`src/rtl/core/histeq_ram.sv`:
```
// histeq_ram: generic simple dual-port RAM, one write and one registered read
// no dependencies; read returns the old contents on a same-address write
module histeq_ram #(
  parameter int unsigned Width = 8,
  parameter int unsigned Depth = 256,
  localparam int unsigned AddrW = $clog2(Depth)
) (
  input  logic             clk_i,
  input  logic             we_i,
  input  logic [AddrW-1:0] waddr_i,
  input  logic [Width-1:0] wdata_i,
  input  logic [AddrW-1:0] raddr_i,
  output logic [Width-1:0] rdata_o
);

  logic [Width-1:0] mem_q [Depth];

  // write port and registered read port
  always_ff @(posedge clk_i) begin
    if (we_i) begin
      mem_q[waddr_i] <= wdata_i;
    end
    rdata_o <= mem_q[raddr_i];
  end

endmodule

```
`config.mk`:
```
export PLATFORM = sky130hd
export DESIGN_NAME = histeq_ram
export DESIGN_NICKNAME = d
export VERILOG_FILES = /design/src/rtl/core/histeq_ram.sv
export SDC_FILE = /design/constraint.sdc
export NUM_CORES = 2
export LEC_CHECK = 0
export ABC_CLOCK_PERIOD_IN_PS = 2800
export BUFFER_PORTS_ARGS = -buffer_cell sky130_fd_sc_hd__buf_2
export CAP_MARGIN = 20
export CORE_MARGIN = 2
export CORE_UTILIZATION = 50
export DETAILED_ROUTE_END_ITERATION = 8
export PLACE_DENSITY = 0.73
export SYNTH_ARGS = -nofsm -noshare
export SYNTH_HDL_FRONTEND = slang
export SYNTH_SLANG_ARGS = --single-unit
```
`constraint.sdc`:
```
create_clock -name clk_i -period 2.8 [get_ports clk_i]
set_clock_uncertainty 0.1 [all_clocks]
set_input_delay 0 -clock clk_i [delete_from_list [all_inputs] [get_ports clk_i]]
set_output_delay 0 -clock clk_i [all_outputs]
set_load 0.01 [all_outputs]
```
* Word level (Yosys, flattened, before mapping)
Memory sizes are Yosys's and may differ from the RTL's. A register that Yosys moved wholly into a read port is not among the register bits. Index checks and enable logic that the tools add are counted.
Word-level totals: register bits after elaboration 0, memory bits (writable) 2048, output and inout bits 8, memories kept 1
Memory list:
- mem_q | depth 256, width 8, rd ports 1, clocked after memory_dff 1, write ports 1, line 16 | logic [Width-1:0] mem_q [Depth];
Operators by class: multiplexer cells 2
Operator list (count):
- 2-to-1 mux 1 bit | 2

* Logic depth before layout (Yosys ltp)
depth after elaboration 2, depth in mapped cells 11

* Worst setup path after synthesis
OpenSTA, ideal clock, no wires.
path type input to register, from in raddr_i[0], to reg rdata_o[2], read port of mem_q, arrival 1807 ps, data required time 2569 ps, path slack 762 ps, cell stages on the path 9, path buffers 4, cells stage by stage buf_6 -> buf_12 -> buf_8 -> buf_2 -> mux4_2 -> a22oi_1 -> a21oi_1 -> nor4_1 -> nor4_2
RTL lines:
- start, declared | line 12 | input logic [AddrW-1:0] raddr_i,
- end, declared | line 13 | output logic [Width-1:0] rdata_o

==> results.py <==
metrics = {
    "outcome": {
        "status": "finished with violations",
        "violations": "setup timing",
    },
    "placed_design": {
        "portBuffers": 33,
        "dpl_worst_slack_ps": -369,
        "place_congestion": 0.886,
        "placed_cells": 6105,
        "hpwl_mm": 124,
    },
    "global_route": {
        "grt_usage": 0.245,
        "grt_max_degree": 121,
        "grt.overflow.total": 0,
        "antenna_found_initial": 14,
        "grt_pass1_vias": 41200,
        "grt_pass1_wl_mm": 288,
    },
    "drt": {
        "viasPerCell": 6.38,
        "drt-pass1-iter-count": 7,
        "drt_iter0_drc": 6514,
        "wl_mm": 198,
        "postRouteAntennaNets": 0,
        "drc": 0,
        "wl_per_cell_um": 30.6,
        "vias": 41400,
    },
    "die": {
        "die_y_um": 403,
        "die_area_um2": 162000,
        "dieWidth_um": 403,
        "rows": 146,
        "io-pin-count": 34,
        "core_area_um2": 158000,
        "start_util": 0.503,
    },
    "clock_network": {
        "clkSlewWorstSetupHoldPaths_ps": 60,
        "root_buffer": "clkbuf_16",
        "h-tree-depth": 4,
        "ctsLongestPathBuffers": 3,
        "cts_buffers": 195,
        "clkLatencyLatePin_ps": 860,
        "cts_num_sinks": 2056,
        "cts_tree": "built",
    },
    "logic_synthesis": {
        "synth.distinct_cells": 55,
        "synth_cells": 3733,
        "yosysTopAreaCell": "edfxtp_1",
        "synthFlopType": "edfxtp_1",
        "ys_seq_elements": 2056,
        "yosys_warnings": 0,
        "syn-num-nets": 3759,
        "synth_top_cell_area_share": 0.773,
        "synth.area.top_cells": "edfxtp_1 77%, mux4_2 13%, mux2i_1 1.7%",
        "ys_seq_area_frac": 0.775,
        "synth_area_per_cell_um2": 21.3,
        "synth.top_cells.by_count": "2048 x edfxtp_1, 454 x mux4_2, 282 x nor2_1",
        "async_flop_share": 0,
        "synth-edff-count": 2048,
        "yosysMostFrequentCell": "edfxtp_1",
        "netlist_area_um2": 79600,
    },
    "finish": {
        "multiInputGateArea_um2": 16500,
        "ff_latch_area_um2": 61700,
        "layout.cells.non_filler": 6489,
        "nFillCells": 11100,
        "drive_gt1_frac": 0.291,
        "fin_nets": 4280,
        "syn2layout_area_growth_pct": 15.7,
    },
    "critical_path": {
        "worstPathMaxFanout": 1,
        "worst_setup_path_end_kind": "flip-flop",
        "crit_required_ps": 3390,
        "slowest_delay_ps": 790,
        "crit_chain": "mux4_2, mux4_2, nor2_1, a2111oi_2, nor3_1, nor4_1",
        "cp_data_arrival_time_ps": 3400,
        "cpLargestDelayFamily": "simple AND/OR/NAND/NOR gates",
        "cpMaxStageDelayCell": "nor3_1",
        "crit_buf_inv": 0,
        "r2r_cells": 6,
        "worstSetupPathType": "flip-flop to flip-flop",
        "critPathLaunchType": "flip-flop",
        "cp.depth": 6,
        "cp_common_cell": "mux4_2",
    },
    "sta": {
        "finalMaxSlewViolations": 0,
        "min_period_ps": 2810,
        "worst_slack_ps": -7.26,
        "finalHoldViolCount": 0,
        "fin_tns_setup_ps": -7.26,
        "finalCritPeriodShare": 1.00,
        "relSlewSlack": 0.292,
        "fmax_mhz": 356,
        "tightestPinTransition_ps": 1050,
        "report.final.setup_viol": 1,
        "rsz0062_at_grt": "false",
    },
    "flow_run": {
        "drv_cap": 0,
    },
    "power_and_ir_drop": {
        "peakVddDrop_mv": 0.618,
        "power_w": 0.0636,
        "power_density_nw_per_um2": 691,
        "power_leakage_nw": 29.4,
    },
    "hold_path": {
        "hold_path.class": "input pin to flip-flop",
        "whs_path_depth": 5,
    },
}
==> routing by layer <==
metal  vias to the layer above  part of all wire  track usage
met3                       422              0.12       0.0520
met4                         6             0.036       0.0847
met2                      2704              0.47        0.379
met1                     21500              0.37        0.351
li1                      16800                 -            -
met5                         -           0.00019            0
==> placed cells by master (no fill, tap or decap), types with 29 or more instances in the layout <==
cell type | synthesis | routed
clkinv_1 | 1 | 46
nand2_1 | 33 | 33
mux2i_1 | 134 | 134
buf_4 | 27 | 450
buf_12 | 8 | 51
edfxtp_1 | 2048 | 2048
clkbuf_16 | 0 | 199
clkbuf_1 | 111 | 39
mux4_2 | 454 | 454
nand3_1 | 34 | 34
o221ai_1 | 46 | 46
nor2_1 | 282 | 279
a22oi_1 | 133 | 133
clkinv_2 | 0 | 29
a21oi_1 | 96 | 96
==> repair_timing <==
action | 4_1_cts | 5_1_grt
gates cloned | 0 | 0
resized for setup | 3 | 1
hold buffers | 23 | 0
hold endpoints to repair | 2759 | 0
endpoints found under the setup margin | 3 | 1
buffers inserted | 0 | 0
==> power by group <==
| part | internal (W) | leakage (nW) | switching [W] | total (W) |
|---|---|---|---|---|
| registers | 0.0339 | 18.5 | 0.0000789 | 0.0340 |
| clock network | 0.0149 | 3.10 | 0.0114 | 0.0263 |
| logic | 0.00125 | 7.86 | 0.00207 | 0.00332 |
| total | 0.0501 | 29.4 | 0.0135 | 0.0636 |
==> flip-flops by register name (all words and copies together) (netlist names) <==
signal	count
mem_q	2048
rdata_o	8
==> final timing paths <==
check	startpoint	end	slack, ps
max	mem_q[130][7]	rdata_o[7]	-7
min	raddr_i[4]	rdata_o[6]	60
max reg2reg	mem_q[130][7]	rdata_o[7]	-7
min reg2reg	mem_q[36][5]	rdata_o[5]	1010
==> logic make-up (layout without fill, tap and decap cells) <==
kind of cell           Yosys count  count (layout)  synth area share
DFF                           2056            2056             0.775
other                            0               3                 0
muxes                          591             591             0.146
buffers and inverters          235             916            0.0183
AOI/OAI and AO/OA              385             385            0.0342
and+or+nand+nor                466             466            0.0263
==> cell type report <==
class / count / area share
Multi-Input combinational cell: 1442 / 0.179
Clock buffer: 238 / 0.0557
Tap cell: 2072 / 0.0282
Sequential cell: 2056 / 0.670
Timing Repair Buffer: 557 / 0.0531
Clock inverter: 119 / 0.0136
Inverter: 2 / 0.0000816
Antenna cell: 3 / 0.0000816
==> through the flow <==
step / hold WS (ps) / area, um2 / util
final: 65.0 / 92000 / 0.582
after global routing: 50.8 / 92000 / 0.582
after CTS: 7.37 / 92000 / 0.582
after detailed placement: 283 / 85400 / 0.540
after global placement: 272 / 85400 / 0.540
after floorplan: -1.13 / 79600 / -
==> worst min-delay path: stages <==
cell and delay [ps]:
buf_2 230, buf_4 260, a22oi_1 230, buf_4 180, nor4_2 40
Note: power is estimated with default switching activity, not from simulation.
