[src/rtl/core/histeq_pkg.sv]
// histeq_pkg: shared constants, types and codes of the histogram equaliser
// used by histeq_div, histogram_equalizer_top and the bench; no dependencies
package histeq_pkg;

  // sizing
  localparam int unsigned MAX_PIXELS_LOG2 = 20;
  localparam int unsigned GRAY_LEVELS     = 256;
  localparam int unsigned PIX_W           = 8;
  localparam int unsigned LEVEL_W         = $clog2(GRAY_LEVELS);
  localparam int unsigned OUT_W           = 8;
  localparam int unsigned COUNT_W         = MAX_PIXELS_LOG2 + 1;
  localparam int unsigned PROD_W          = COUNT_W + OUT_W;
  localparam int unsigned QSTEP_W         = $clog2(OUT_W);

  // pixel capacity of the histogram, total never goes past it
  localparam logic [COUNT_W-1:0] CAPACITY = {1'b1, {MAX_PIXELS_LOG2{1'b0}}};

  typedef logic [COUNT_W-1:0] count_t;
  typedef logic [OUT_W-1:0]   level_t;

  // operation codes of an input transaction
  typedef enum logic [1:0] {
    OP_CLEAR = 2'd0,
    OP_COUNT = 2'd1,
    OP_BUILD = 2'd2,
    OP_MAP   = 2'd3
  } op_e;

  // bin walk sequencer
  typedef enum logic [3:0] {
    S_IDLE = 4'b0001,
    S_READ = 4'b0010,
    S_ACC  = 4'b0100,
    S_DIV  = 4'b1000
  } build_state_e;

  // request to the iterative divider
  typedef struct packed {
    logic                start;
    logic [PROD_W-1:0]   dividend;
    logic [COUNT_W-1:0]  divisor;
  } div_req_t;

endpackage

[src/rtl/core/histeq_div.sv]
// histeq_div: restoring divider, one quotient bit per cycle, 8-bit quotient
// depends on histeq_pkg; dividend must be below 2^OUT_W times the divisor
module histeq_div (
  input  logic                 clk_i,
  input  logic                 rst_ni,
  input  histeq_pkg::div_req_t req_i,
  output logic                 done_o,
  output histeq_pkg::level_t   quotient_o
);

  logic                             busy_q, busy_d;
  logic                             done_q, done_d;
  logic [histeq_pkg::QSTEP_W-1:0]   cnt_q, cnt_d;
  logic [histeq_pkg::PROD_W-1:0]    rem_q, rem_d;
  histeq_pkg::count_t               dvs_q, dvs_d;
  histeq_pkg::level_t               quo_q, quo_d;
  logic [histeq_pkg::PROD_W-1:0]    dvs_shift;
  logic [histeq_pkg::PROD_W:0]      trial;
  logic                             fits;

  // trial subtraction of the divisor at the current bit weight
  assign dvs_shift = histeq_pkg::PROD_W'(dvs_q) << cnt_q;
  assign trial     = {1'b0, rem_q} - {1'b0, dvs_shift};
  assign fits      = ~trial[histeq_pkg::PROD_W];

  // next state of the iteration
  always_comb begin
    busy_d = busy_q;
    done_d = 1'b0;
    cnt_d  = cnt_q;
    rem_d  = rem_q;
    dvs_d  = dvs_q;
    quo_d  = quo_q;
    if (req_i.start) begin
      busy_d = 1'b1;
      cnt_d  = histeq_pkg::QSTEP_W'(histeq_pkg::OUT_W - 1);
      rem_d  = req_i.dividend;
      dvs_d  = req_i.divisor;
      quo_d  = '0;
    end else if (busy_q) begin
      if (fits) begin
        rem_d = trial[histeq_pkg::PROD_W-1:0];
      end
      quo_d = {quo_q[histeq_pkg::OUT_W-2:0], fits};
      cnt_d = cnt_q - 1'b1;
      if (cnt_q == '0) begin
        busy_d = 1'b0;
        done_d = 1'b1;
      end
    end
  end

  // control registers
  always_ff @(posedge clk_i or negedge rst_ni) begin
    if (!rst_ni) begin
      busy_q <= 1'b0;
      done_q <= 1'b0;
      cnt_q  <= '0;
    end else begin
      busy_q <= busy_d;
      done_q <= done_d;
      cnt_q  <= cnt_d;
    end
  end

  // datapath registers
  always_ff @(posedge clk_i) begin
    rem_q <= rem_d;
    dvs_q <= dvs_d;
    quo_q <= quo_d;
  end

  assign done_o     = done_q;
  assign quotient_o = quo_q;

endmodule

[config.mk]
export PLATFORM = sky130hd
export DESIGN_NAME = histeq_div
export DESIGN_NICKNAME = d
export VERILOG_FILES = /design/src/rtl/core/histeq_pkg.sv /design/src/rtl/core/histeq_div.sv
export SDC_FILE = /design/constraint.sdc
export NUM_CORES = 1
export LEC_CHECK = 0
export BUFFER_PORTS_ARGS = -buffer_cell sky130_fd_sc_hd__buf_4
export CAP_MARGIN = 25
export CORE_MARGIN = 1
export CORE_UTILIZATION = 61
export CTS_BUF_LIST = sky130_fd_sc_hd__clkbuf_4
export CTS_CLUSTER_SIZE = 28
export DETAILED_ROUTE_END_ITERATION = 10
export HOLD_SLACK_MARGIN = 0.05
export MAX_ROUTING_LAYER = met4
export PLACE_DENSITY = 0.84
export SYNTH_ARGS = -nofsm -noshare
export SYNTH_HDL_FRONTEND = slang
export SYNTH_SLANG_ARGS = --single-unit
[constraint.sdc]
create_clock -name clk_i -period 4.9 [get_ports clk_i]
set_input_delay 0.245 -clock clk_i [delete_from_list [all_inputs] [get_ports clk_i]]
set_output_delay 0.245 -clock clk_i [all_outputs]
set_load 0.03 [all_outputs]
Word-level counts from Yosys, hierarchy flattened
Cells that the tools add are included.
- reductions and logical operators: 3
- eq/ne operators: 1
- mux-type cells: 11
- bitwise logic cells: 1
- shifts and indexed selects: 1
- $add $sub $neg: 2
- operators with widths (cell ; count):
    2-to-1 mux 29 bit ; 3
    subtractor 29 x 29 -> 30 bit ; 1
    << shifter 21 x 3 -> 29 bit ; 1
    2-to-1 mux 1 bit ; 6
    2-to-1 mux 3 bit ; 2
    zero test 3 bit ; 1
    subtractor 3 x 1 -> 3 bit, second input constant ; 1
    inequality test 2 bit, second input constant ; 1
    AND reduction 2 bit ; 1
    nonzero test 2 bit ; 1
    NOT 1 bit ; 1
- output and inout port bits: 9
- logic and storage cells: 25
- bits in registers: 63
- bits of input ports: 53

Longest topological paths before layout
Gate-level depths: netlist of the first run.
- depth in word-level cells: 5
- mapped depth: 14
- depth with buffers taken out: 12

Worst setup path after synthesis of the first run
No wires, ideal clock.
- kind: reg2reg
- start: register cnt_q[2] (netlist bit)
- end: register rem_q[0] (netlist bit), enable pin
- clock period less this slack: 3.745 ns
- path buffers: 2
- slack: 1.155 ns
- library setup time: 0.385 ns
- required time: 4.515 ns
- cell stages (with the launch flop): 12
- arrival time: 3.360 ns
- cell sequence: dfrtp_1 -> buf_1 -> buf_1 -> mux2i_1 -> ha_1 -> a21o_1 -> a31o_1 -> o21ai_4 -> o31ai_4 -> a21oi_2 -> o31ai_1 -> a21o_1
- cells in the longest elaborated chain, start to end: 4
- ends and longest elaborated chain (item ; line ; text):
    from (decl) ; histeq_div.sv:13 ; logic [histeq_pkg::QSTEP_W-1:0] cnt_q, cnt_d;
    from (signal assigned) ; histeq_div.sv:62 ; cnt_q <= cnt_d;
    << shifter 21 x 3 -> 29 bit ; histeq_div.sv:22 ; assign dvs_shift = histeq_pkg::PROD_W'(dvs_q) << cnt_q;
    subtractor 29 x 29 -> 30 bit ; histeq_div.sv:23 ; assign trial = {1'b0, rem_q} - {1'b0, dvs_shift};
    inequality test 2 bit (no line) ; -- ;
    AND reduction 2 bit (no line) ; -- ;
    to (signal assigned) ; histeq_div.sv:68 ; rem_q <= rem_d;
    to (decl) ; histeq_div.sv:14 ; logic [histeq_pkg::PROD_W-1:0] rem_q, rem_d;
No other way between the ends.
A chain may end at the register's enable or synchronous reset.

Worst setup path after layout of the first run
- start: register cnt_q[1] (netlist bit)
- end: register rem_q[15] (netlist bit), enable pin
The elaborated chain is that of the path after synthesis.

==> results.cfg, run 1 <==
[setup_path]
crit_slowest_cell = dfrtp_1
worst_setup_path_start_kind = flop
critPathRequiredTime_ps = 5100
reg2reg_slack_ps = 520
regToRegStartpoint = cnt_q[1]
cp-end-kind = flop
regToRegEndpoint = rem_q[15]
crit_chain = inv_1 > a211oi_1 > a21oi_1 > a22oi_1 > ha_1 > a21o_1 > a21o_1 > a21oi_1 > nor2_1 > a2111oi_2 > o31ai_1 > a21o_1 > buf_16
cp_data_arrival_time_ps = 4580
worstRegToRegCells = 13
path_max_fanout = 22
critPathMaxStageDelay_ps = 820
cp-startpoint = cnt_q[1]
criticalPathCategory = reg2reg
crit_top_cell = a21o_1

[final_layout]
diodes = 0
drive_above_1_share = 0.196
mostFrequentLayoutCell = buf_4
regArea_um2 = 1790
num-fill-cells = 492
area_delta_synth_final_pct = 18.5
nets = 646
fin_util = 0.767
mostFrequentLayoutCells = buf_4 (65), nand2_1 (53), edfxtp_1 (50), o21ai_0 (38), mux2i_1 (34)
multi_input_area_um2 = 2830

[floorplan]
initial_utilization = 0.647
rows = 31
fp.dieH_um = 90.7
pin_count = 62
die_w_um = 90.7
core_region_area_um2 = 7410
dieArea_um2 = 8220

[synthesis]
synth_cell_types = 63
synth.top_cells.by_area = edfxtp_1 (31%), ha_1 (8.1%), mux2i_1 (7.1%)
synthCells = 497
ys_seq_elements = 63
synth-seq-area-share = 0.373
syn_area_um2 = 4790
mappedNetlistNets = 582
synth_edf_count = 50
ys_warn_count = 0
async_flop_share = 0.0794
synth_top_cell_area_share = 0.313
synth.avg_cell_area_um2 = 9.65
synth_top_cell_by_area = edfxtp_1
synth_ff_type = edfxtp_1

[routing]
num_vias = 4352
routed_wl_um = 12900
first_pass_iters = 7
drcViolationCount = 0
ant_nets = 0
wl_per_cell_um = 19.3
viasPerCell = 6.54
drtIter0Drc = 505

[sta]
holdWs_ps = 77.5
skew_ps = 20.4
rsz0062_at_grt = no
finalCritPeriodShare = 0.894
fmax_mhz = 228
worst_pin_slew_ps = 858
setup_viol_count_final = 0
finalCriticalPeriod_ps = 4380
report.final.slew_viol_count = 0
hold_viol_final = 0
setup_ws_ps = 518
max_slew_margin = 0.428
fin_tns_setup_ps = 0

[power]
leakage_nw = 2.49
max-vdd-ir-drop_uv = 367
p_seq_frac = 0.264
pwr-share-comb = 0.603
p_int_mw = 1.82
swShare = 0.457
powerDensity_nw_per_um2 = 590
total_power_mw = 3.35
clkPwrFrac = 0.133
switchingPower_mw = 1.53

[placed_design]
buffer_ports.inserted = 61
dp_slack_ps = 718
post-dp-hpwl_um = 8570
finalWeightedCongestion = 0.943

[clock_network]
clock-sinks = 63
numCtsBuffers = 9
cts_hold_repair.buffers = 22
post_cts_buffers = 0
post_cts_resized = 0
insertion_delay_ps = 440
htree_levels = 3
cts_tree = built
clkTransAtPathRegs_ps = 130
clock_path_buffers = 2
cts-root-buf = clkbuf_4

[grt]
met3_usage = 0.0707
grt_first_pass_wirelength_um = 20500
grt.met1_usage = 0.370
grtUsageTotal = 0.329
grt_pass1_vias = 4297
busiest_layer = met2
overflow = 0
grt_max_degree = 90
grtUsageMet2 = 0.536
grt_antenna_before_repair = 0

[hold_path]
hold_depth = 3
min_path_type = in2reg
hold_start = req_i[29]
hold-path-endpoint = rem_q[8]

[job]
maxCapViolCount = 0

[run_status]
status = completed
## registers in the layout, summed over array words and instances (netlist names)
signal / cells
cnt_q: 3
busy_q: 1
done_o: 1
rem_q: 29
dvs_q: 21
quotient_o: 8
## power by group through the flow
stage          Sequential [mW]  Combinational, mW  Clock, mW
2_1_floorplan            0.864               1.49          0
3_3_place_gp             0.890               1.83          0
3_5_place_dp             0.893               1.91          0
4_1_cts                  0.881               1.94      0.440
5_1_grt                  0.894               2.18      0.463
6_report                 0.885               2.02      0.445
## layout make-up
class                           count  share of cell area
Inverter                            8             0.00529
Timing Repair Buffer               88               0.129
Multi-Input combinational cell    391               0.499
Tap cell                           99              0.0218
Sequential cell                    63               0.314
Clock inverter                      7              0.0183
Clock buffer                        9              0.0119
## critical path: cells and delay by family, from the launching register on
family / cells / cell delay [ps]
and+or+nand+nor: 1 / 100
AOI/OAI and AO/OA: 9 / 2140
adders and majority gates: 1 / 380
DFF: 1 / 820
buffers and inverters: 2 / 670
## cell usage after synthesis, types with 8 or more instances
| cell type | n |
|---|---|
| dfxtp_1 | 8 |
| buf_2 | 10 |
| xnor2_1 | 15 |
| a21o_1 | 14 |
| nand4_1 | 11 |
| clkbuf_1 | 18 |
| mux2i_1 | 34 |
| ha_1 | 31 |
| nor2_1 | 33 |
| a21oi_1 | 31 |
| nand3_1 | 12 |
| nand2_1 | 53 |
| inv_1 | 8 |
| o21ai_0 | 38 |
| edfxtp_1 | 50 |
## per-stage QoR
stage,cell area (um2),std cells
2_1_floorplan,4790,497
5_1_grt,5680,665
3_3_place_gp,5260,626
4_1_cts,5680,665
3_5_place_dp,5290,627
6_report,5680,665
## routing by layer
layer,wire (um),vias to the layer above,share of wire
li1,-,1996,-
met1,4880,2012,0.38
met2,6250,270,0.49
met3,994,74,0.077
met4,739,0,0.057
met5,0,-,0
## how the worst max path moves through the flow
stage	to	slack [ps]
after detailed placement	rem_q[19]	720
after global placement	rem_q[19]	630
after floorplan	rem_q[0]	1160
final	rem_q[15]	520
after global routing	rem_q[15]	260
after CTS	rem_q[13]	660
## kinds of logic (layout without fill, tap and decap cells)
family	Yosys count	after routing	share of synthesized area
AO/OA/AOI/OAI	135	135	0.191
XOR/XNOR	22	22	0.0402
adder cells (fa/ha/maj)	32	32	0.0851
buffers and inverters	43	112	0.0363
flip-flops	63	63	0.373
multiplexers	47	47	0.118
AND/OR/NAND/NOR	155	155	0.157
No activity file was read; power rests on OpenSTA's default activity.
==> run 2, diff against run 1 <==
--- a/config.mk
+++ b/config.mk
@@ -14,7 +14,7 @@
 export DETAILED_ROUTE_END_ITERATION = 10
 export HOLD_SLACK_MARGIN = 0.05
 export MAX_ROUTING_LAYER = met4
-export PLACE_DENSITY = 0.84
+export PLACE_DENSITY_LB_ADDON = 0.2
 export SYNTH_ARGS = -nofsm -noshare
 export SYNTH_HDL_FRONTEND = slang
 export SYNTH_SLANG_ARGS = --single-unit
==> run 2 against run 1 <==
Clock power is essentially flat. First-iteration DRC count shrank 50%. Highest routed layer unchanged. Clock-buffer cell count is the same. Clock skew shrank 2.2 ps. Cell area shrank 0.64%. Wire length shrank 6.9%. Cell count shrank 0.30%. Via count shrank 3.7%.
==> results.cfg, run 2 (same netlist as run 1, synthesis figures left out) <==
[clock_network]
clock_path_buffers = 2
clkTransAtPathRegs_ps = 120
numCtsBuffers = 9
cts_tree = built
post_cts_resized = 0
post_cts_buffers = 0
insertion_delay_ps = 430
cts-root-buf = clkbuf_4
clock-sinks = 63
htree_levels = 3

[setup_path]
regToRegEndpoint = rem_q[21]
critPathBufInv = 2
critPathRequiredTime_ps = 5000
critPathMaxStageDelay_ps = 980
crit_slowest_cell = dfrtp_1
cp-end-kind = flop
path_max_fanout = 30
worst_setup_path_start_kind = flop
regToRegStartpoint = cnt_q[1]
worstRegToRegCells = 13
crit_family = compound AO/OA/AOI/OAI gates
crit_chain = inv_1 > a211oi_1 > a21oi_1 > mux2i_1 > ha_1 > nand2_1 > nor2_1 > nand3_1 > o31ai_1 > a21oi_2 > o31ai_1 > a21o_1 > buf_4
crit_top_cell = o31ai_1
criticalPathCategory = reg2reg
reg2reg_slack_ps = 660
cp_data_arrival_time_ps = 4340

[grt]
grt_first_pass_wirelength_um = 19300
grt_antenna_before_repair = 0
grt_pass1_vias = 4075
grt_max_degree = 90
grtUsageTotal = 0.308
overflow = 0

[floorplan]
initial_utilization = 0.647
pin_count = 62
die_w_um = 90.7
fp.dieH_um = 90.7
core_region_area_um2 = 7410
rows = 31
dieArea_um2 = 8220

[final_layout]
area_delta_synth_final_pct = 17.7
mostFrequentLayoutCells = buf_4 (64), nand2_1 (53), edfxtp_1 (50), o21ai_0 (38), mux2i_1 (34)
num-fill-cells = 498
fin_util = 0.762
multi_input_area_um2 = 2830
layoutNonFillerInstCount = 663
largest_reg_flops = 29
drive_above_1_share = 0.193
fin_area_um2 = 5650
mostFrequentLayoutCell = buf_4
nets = 644
diodes = 0
regMostFlops = rem_q
regArea_um2 = 1790

[sta]
finalCritPeriodShare = 0.866
fmax_mhz = 236
report.final.slew_viol_count = 0
finalCriticalPeriod_ps = 4240
fin_tns_setup_ps = 0
max_slew_margin = 0.379
worst_pin_slew_ps = 932
setup_viol_count_final = 0
holdWs_ps = 94.5
hold_viol_final = 0
skew_ps = 18.2
rsz0062_at_grt = no

[routing]
viasPerCell = 6.32
num_vias = 4191
wl_per_cell_um = 18.1
drtIter0Drc = 250
drcViolationCount = 0
routed_wl_um = 12000
ant_nets = 0
first_pass_iters = 5

[hold_path]
hold-path-endpoint = rem_q[12]
min_path_type = in2reg
hold_depth = 3
hold_start = req_i[33]

[placed_design]
buffer_ports.inserted = 61
dp_cells = 625
placed_area_um2 = 5260
finalWeightedCongestion = 0.983
post-dp-hpwl_um = 8320

[power]
powerDensity_nw_per_um2 = 578
leakage_nw = 2.47
max-vdd-ir-drop_uv = 295

[run_status]
status = completed

[job]
maxCapViolCount = 0
[run 2: cell count changes in the layout (fill, tap and decap cells not counted), sizes merged]
cell,delta
buf,-2
clkinv,-1
clkinvlp,+1
[run 2: how the worst max path moves through the flow]
stage	startpoint	cells after the start	slack, ps	end
after floorplan	cnt_q[2]	11	1160	rem_q[0]
final	cnt_q[1]	13	660	rem_q[21]
after global routing	cnt_q[1]	13	340	rem_q[10]
after CTS	cnt_q[1]	13	740	rem_q[21]
after detailed placement	cnt_q[1]	13	790	rem_q[8]
after global placement	cnt_q[1]	13	960	rem_q[10]
[run 2: timing repair]
action	in CTS	in global routing
hold buffers	22	0
endpoints found under the hold margin	26	0
setup endpoints to repair	0	0
[run 2: worst min-delay path, cell delays in order]
cell	delay (ps)
buf_4	70
nand2_1	40
o21ai_0	60
[run 2: report_power, final]
part / leakage (nW) / switching, mW / internal, mW
Clock: 0.0871 / 0.230 / 0.212
Combinational: 1.75 / 1.14 / 0.797
Sequential: 0.630 / 0.0936 / 0.793
[run 2: area by class of cell]
cell class | count | share of cell area
clock buffers | 9 | 0.0120
flip-flops and latches | 63 | 0.316
well taps | 99 | 0.0219
multi-input cells | 391 | 0.502
repair buffers | 86 | 0.124
clock inverters | 7 | 0.0182
inverters | 8 | 0.00532
[run 2: stage by stage]
step,power (mW),setup WS (ps)
floorplan,2.35,1160
global placement,2.73,960
detailed placement,2.77,787
CTS,3.23,739
global route,3.48,341
finish,3.26,657
[run 2: routing by layer]
metal | global-route usage | routed length, um | vias to the layer above
met1 | 0.348 | 4640 | 1962
met3 | 0.0598 | 819 | 49
met4 | 0.137 | 453 | 0
met2 | 0.529 | 6060 | 187
met5 | - | 0 | -
li1 | - | - | 1993
